`src/rtl/core/sacl_pkg.sv`:
```
package sacl_pkg;

    localparam int MAX_SET_BITS_DEF = 6;
    localparam int MAX_WAYS_DEF     = 8;
    localparam int ADDR_WIDTH_DEF   = 64;

    localparam int ADDRESS_W      = 64;
    localparam int MODE_W         = 2;
    localparam int HIT_COUNT_W    = 2;
    localparam int SET_BITS_W     = 3;
    localparam int BLOCK_BITS_W   = 6;
    localparam int WAY_COUNT_W    = 4;
    localparam int CFG_INDEX_W    = 2;
    localparam int CFG_DATA_W     = 6;
    localparam int MAX_BLOCK_BITS = 32;
    // block offset plus set index never exceeds 39
    localparam int SHIFT_W        = 7;

    typedef enum logic [MODE_W-1:0] {
        MODE_LOAD   = 2'd0,
        MODE_STORE  = 2'd1,
        MODE_MODIFY = 2'd2,
        MODE_IFETCH = 2'd3
    } mode_t;

    localparam logic [CFG_INDEX_W-1:0] CFG_SET_BITS   = 2'd0;
    localparam logic [CFG_INDEX_W-1:0] CFG_BLOCK_BITS = 2'd1;
    localparam logic [CFG_INDEX_W-1:0] CFG_WAY_COUNT  = 2'd2;

    typedef struct packed {
        logic capture;
        logic clear;
        logic update;
    } ctl_cmd_t;

    typedef struct packed {
        logic clear_last;
    } dp_status_t;

endpackage

```
`src/rtl/core/sacl_ctrl.sv`:
```
module sacl_ctrl
    import sacl_pkg::*;
(
    input  logic       clk,
    input  logic       rst_n,
    input  logic       start,
    input  dp_status_t status,
    output ctl_cmd_t   cmd,
    output logic       busy
);

    typedef enum logic [2:0] {
        ST_IDLE   = 3'b001,
        ST_CLEAR  = 3'b010,
        ST_UPDATE = 3'b100
    } state_t;

    state_t state_reg;
    state_t state_next;

    always_ff @(posedge clk or negedge rst_n)
    begin
        if (!rst_n)
        begin
            state_reg <= ST_CLEAR;
        end
        else
        begin
            state_reg <= state_next;
        end
    end

    always_comb
    begin
        state_next = state_reg;
        cmd        = '0;
        unique case (state_reg)
            ST_CLEAR:
            begin
                cmd.clear = 1'b1;
                if (status.clear_last)
                begin
                    state_next = ST_IDLE;
                end
            end
            ST_IDLE:
            begin
                if (start)
                begin
                    cmd.capture = 1'b1;
                    state_next  = ST_UPDATE;
                end
            end
            ST_UPDATE:
            begin
                cmd.update = 1'b1;
                state_next = ST_IDLE;
            end
            default:
            begin
                state_next = ST_CLEAR;
            end
        endcase
    end

    assign busy = (state_reg != ST_IDLE);

    a_capture_then_update: assert property (@(posedge clk) disable iff (!rst_n)
        cmd.capture |=> cmd.update)
        else $error("update did not follow capture");

    a_update_then_idle: assert property (@(posedge clk) disable iff (!rst_n)
        cmd.update |=> !busy)
        else $error("not idle after update");

    a_clear_runs_on: assert property (@(posedge clk) disable iff (!rst_n)
        (cmd.clear && !status.clear_last) |=> cmd.clear)
        else $error("clear pass cut short");

endmodule

```
`config.mk`:
```
export PLATFORM = sky130hd
export DESIGN_NAME = sacl_ctrl
export DESIGN_NICKNAME = d
export VERILOG_FILES = /design/src/rtl/core/sacl_pkg.sv /design/src/rtl/core/sacl_ctrl.sv
export SDC_FILE = /design/constraint.sdc
export NUM_CORES = 1
export LEC_CHECK = 0
export ABC_AREA = 1
export BUFFER_PORTS_ARGS = -buffer_cell sky130_fd_sc_hd__buf_2
export CORE_AREA = 2 2 39 41
export CTS_CLUSTER_SIZE = 14
export DETAILED_ROUTE_END_ITERATION = 8
export DIE_AREA = 0 0 41 43
export PLACE_DENSITY = 0.3
export SYNTH_ARGS = -nofsm -noshare
export SYNTH_HDL_FRONTEND = slang
export SYNTH_SLANG_ARGS = --single-unit
```
`constraint.sdc`:
```
create_clock -name clk -period 1.16 [get_ports clk]
set_input_delay 0.174 -clock clk [delete_from_list [all_inputs] [get_ports clk]]
set_output_delay 0.174 -clock clk [all_outputs]
set_load 0.05 [all_outputs]
```
---- After elaboration in Yosys (flattened, before gate mapping) ----
Cells that the tools add are included.
cells by class
  add/sub/neg operators ................... 0
  multiply operators ...................... 0
  divide/modulo/power cells ............... 0
  magnitude comparators ................... 0
  equality and inequality tests ........... 6
  shift operators ......................... 0
  mux-type cells .......................... 7
  bitwise logic cells ..................... 0
  reductions and logical operators ........ 1
operators with widths
  operator              number
  $pmux W3 S3           1
  $mux W3               2
  $mux W1               4
  $ne A2 B2 Y1 const B  2
  $eq A3 B1 Y1 const B  1
  $eq A3 B2 Y1 const B  1
  $eq A3 B3 Y1 const B  1
  $ne A3 B1 Y1 const B  1
  $reduce_and A2 Y1     1
word-level totals
  register bits ........................... 3
  latch bits .............................. 0
  memory bits (writable) .................. 0
  memory bits (read-only) ................. 0
  bits of input ports ..................... 4
  word-level logic and storage cells ...... 15
  memories ................................ 0

---- Depth between registers and ports, before layout ----
  depth after elaboration ................. 3
  mapped depth ............................ 6
  gate-level depth less buffers ........... 6

---- Worst setup path after synthesis ----
OpenSTA, ideal clock, no wires.
  path type ............................... reg2out
  start point ............................. register state_reg[2]
  end point ............................... output port cmd[2] in the netlist's numbering
  arrival time ............................ 1.603 ns
  data required time ...................... 0.986 ns
  slack ................................... -0.617 ns
  cell stages (with the launch flop) ...... 4
  buffers on the path ..................... 0
  path through ............................ dfrtp_1 > nor2_2 > nand2_1 > nor2_1
RTL lines
  element                 RTL line         text
  start, declared         sacl_ctrl.sv:18  state_t state_reg;
  start signal, assigned  sacl_ctrl.sv:29  state_reg <= state_next;
  end, declared           sacl_ctrl.sv:8   output ctl_cmd_t cmd,

==> flow_summary.json <==
{
  "status": "finished with violations",
  "violations": "negative setup slack",
  "syn_area_um2": 164,
  "drt-total-wl_um": 407,
  "relSlewSlack_pct": 88.3,
  "rsz0062_at_grt": "yes",
  "synth_top_area_share_pct": 30.5,
  "placed_area_um2": 262,
  "synth_xor_area_share_pct": 0,
  "antenna_cells": 0,
  "tritoncts": "done",
  "crit_arrival_ns": 1.10,
  "initial_core_util_pct": 11.8,
  "crit_family": "flip-flops",
  "viasPerCell": 3.42,
  "avgSynthCellArea_um2": 6.83,
  "synth_top_family_by_area": "simple AND/OR/NAND/NOR gates",
  "synth_edf_count": 0,
  "die_w_um": 41,
  "final_antenna_net_count": 0,
  "ir_worst_vdd_mv": 0.761,
  "synthCells": 24,
  "fin_crit_sh_pct": 109,
  "track_usage_pct": 6.75,
  "core.rowCount": 14,
  "design_area_um2": 349,
  "hpwl_um": 317,
  "fin_crit_ns": 1.27,
  "drt_iter0_markers": 4,
  "final_util_pct": 25.2,
  "ys.flop_type": "dfrtp_1",
  "pin_count": 8,
  "cpPeakStageDelay_ns": 0.53,
  "die_h_um": 43,
  "core_um2": 1380,
  "grt_remaining_overflow": 0,
  "path_clk_slew_ns": 0.04,
  "clock_sinks": 3,
  "drive_gt1_share_pct": 53.7,
  "synth_compound_area_share_pct": 6.11,
  "yosys_warnings": 0,
  "place_inst": 50,
  "max_cap_violations": 0,
  "ys_top_cells_by_count": "6 x inv_1, 6 x nand2_1, 3 x nor2_1",
  "portBuffers": 7,
  "timing.fmax_mhz": 788,
  "finClkSkew_ns": 0.00168,
  "crit_required_ns": 0.99,
  "htree_levels": 1,
  "die-area_um2": 1760,
  "cp-start-kind": "flip-flop",
  "cts.path.max_buffers": 2,
  "gp_congestion": 0.667,
  "grt_pass1_wl_um": 738,
  "critPathMaxFanout": 3,
  "synth_top_cell_by_area": "dfrtp_1",
  "cp_num_buf_inv": 2,
  "crit_chain": "inv_1 -> nand2_4 -> nor2_4 -> buf_6",
  "seq_area_frac_synth_pct": 46.6,
  "muxShareOfSynthArea_pct": 0,
  "cts_root_buf": "clkbuf_4",
  "hold_viol_final": 0,
  "synth_adder_area_share_pct": 0,
  "vias": 195,
  "worst_path_max_delay_cell": "dfstp_2",
  "async_flop_share_pct": 100,
  "drc": 0,
  "end_kind": "primary output",
  "clock_latency_ns": 0.23,
  "yosys.area_share.simple_pct": 33.6,
  "grt_max_degree": 4,
  "area_delta_synth_final_pct": 113,
  "largest_reg_flops": 3,
  "hold_slack_ns": 0.162,
  "synth_area_leaders": "dfrtp_1 31%, dfstp_2 16%, inv_1 14%",
  "final_max_slew_viol_count": 0,
  "cts_buffers": 3,
  "first_pass_iters": 2,
  "antenna_found_initial": 0,
  "post_drt_wl_per_cell_um": 7.14,
  "ys_seq_elements": 3,
  "power_density_nw_per_um2": 2950,
  "setup_viol": 4,
  "synth_nets": 28,
  "synth_cell_type_count": 10,
  "worst_pin_slew_ns": 0.176,
  "final_cells": 57,
  "num-nets-final": 46,
  "hold_path.class": "input port to flip-flop",
  "grt_pass1_vias": 191,
  "worstSetupPathType": "flip-flop to primary output",
  "p_leak_nw": 0.187,
  "fin_ws_ns": -0.109
}
==> per-stage QoR <==
step | TNS (ns) | setup slack, ns | total power, mW
floorplan | -0.101 | -0.0569 | 0.569
global placement | -0.00624 | -0.00624 | 0.725
detailed placement | 0 | 0.00716 | 0.718
CTS | -0.424 | -0.115 | 1.03
global route | -0.691 | -0.182 | 1.13
finish | -0.396 | -0.109 | 1.03
==> report_power, final <==
part / switching [mW] / total [mW] / internal (mW) / leakage, nW
registers: 0.0326 / 0.194 / 0.162 / 0.0366
clock network: 0.0529 / 0.182 / 0.129 / 0.0150
logic: 0.394 / 0.655 / 0.261 / 0.135
==> cell families after synthesis <==
family	after synthesis
AND/OR/NAND/NOR	13
buffers and inverters	6
AO/OA/AOI/OAI	2
flip-flops	3
==> final timing paths <==
check / start / to / slack (ns) / cells past startpoint
min in group asynchronous: rst_n / state_reg[0]$_DFFE_PN0P_ / 0.27 / 2
hold reg to reg: state_reg[1]$_DFFE_PN1P_ / state_reg[1]$_DFFE_PN1P_ / 0.61 / 4
hold / removal: status / state_reg[1]$_DFFE_PN1P_ / 0.16 / 4
setup reg to reg: state_reg[1]$_DFFE_PN1P_ / state_reg[0]$_DFFE_PN0P_ / 0.13 / 5
max in group asynchronous: rst_n / state_reg[1]$_DFFE_PN1P_ / 0.70 / 2
setup / recovery: state_reg[1]$_DFFE_PN1P_ / cmd[2] / -0.11 / 4
==> metal layers <==
| layer | GRT usage (%) | wire length (µm) | up-vias |
|---|---|---|---|
| met4 | 4.00 | 0 | 0 |
| met5 | 0 | 0 | - |
| met1 | 8.12 | 175 | 85 |
| li1 | - | - | 106 |
| met3 | 6.28 | 26 | 0 |
| met2 | 7.50 | 205 | 4 |
==> repair_timing <==
action,CTS,global route
pin swaps,3,0
setup endpoints to repair,4,4
resized for setup,12,0
hold endpoints to repair,3,0
buffers inserted,1,1
cloned,0,0
hold buffers,1,0
==> tightest hold or removal path, stage by stage <==
cell and delay [ns]:
buf_2 0.07, nor2_1 0.05, inv_1 0.05, nand2_1 0.05
==> final cells by class <==
cell class / instances / area (µm²)
fillers: 161 / 1030
repair buffers: 13 / 108
multi-input cells: 15 / 96.3
flip-flops and latches: 3 / 76.3
clock buffers: 4 / 26.3
inverters: 6 / 22.5
well taps: 16 / 20.0
==> layout by cell type (no fill, tap or decap) <==
cell,n
nand2_1,5
buf_4,5
inv_1,4
buf_6,4
clkbuf_4,3
buf_2,3
inv_2,2
nor2_4,2
nand3_1,2
nor2_1,2
dfrtp_1,2
nand2_4,1
nor3_4,1
o21ai_0,1
a21oi_1,1
clkbuf_1,1
dlygate4sd3_1,1
dfstp_2,1
Power figures use the tool's default switching activity.
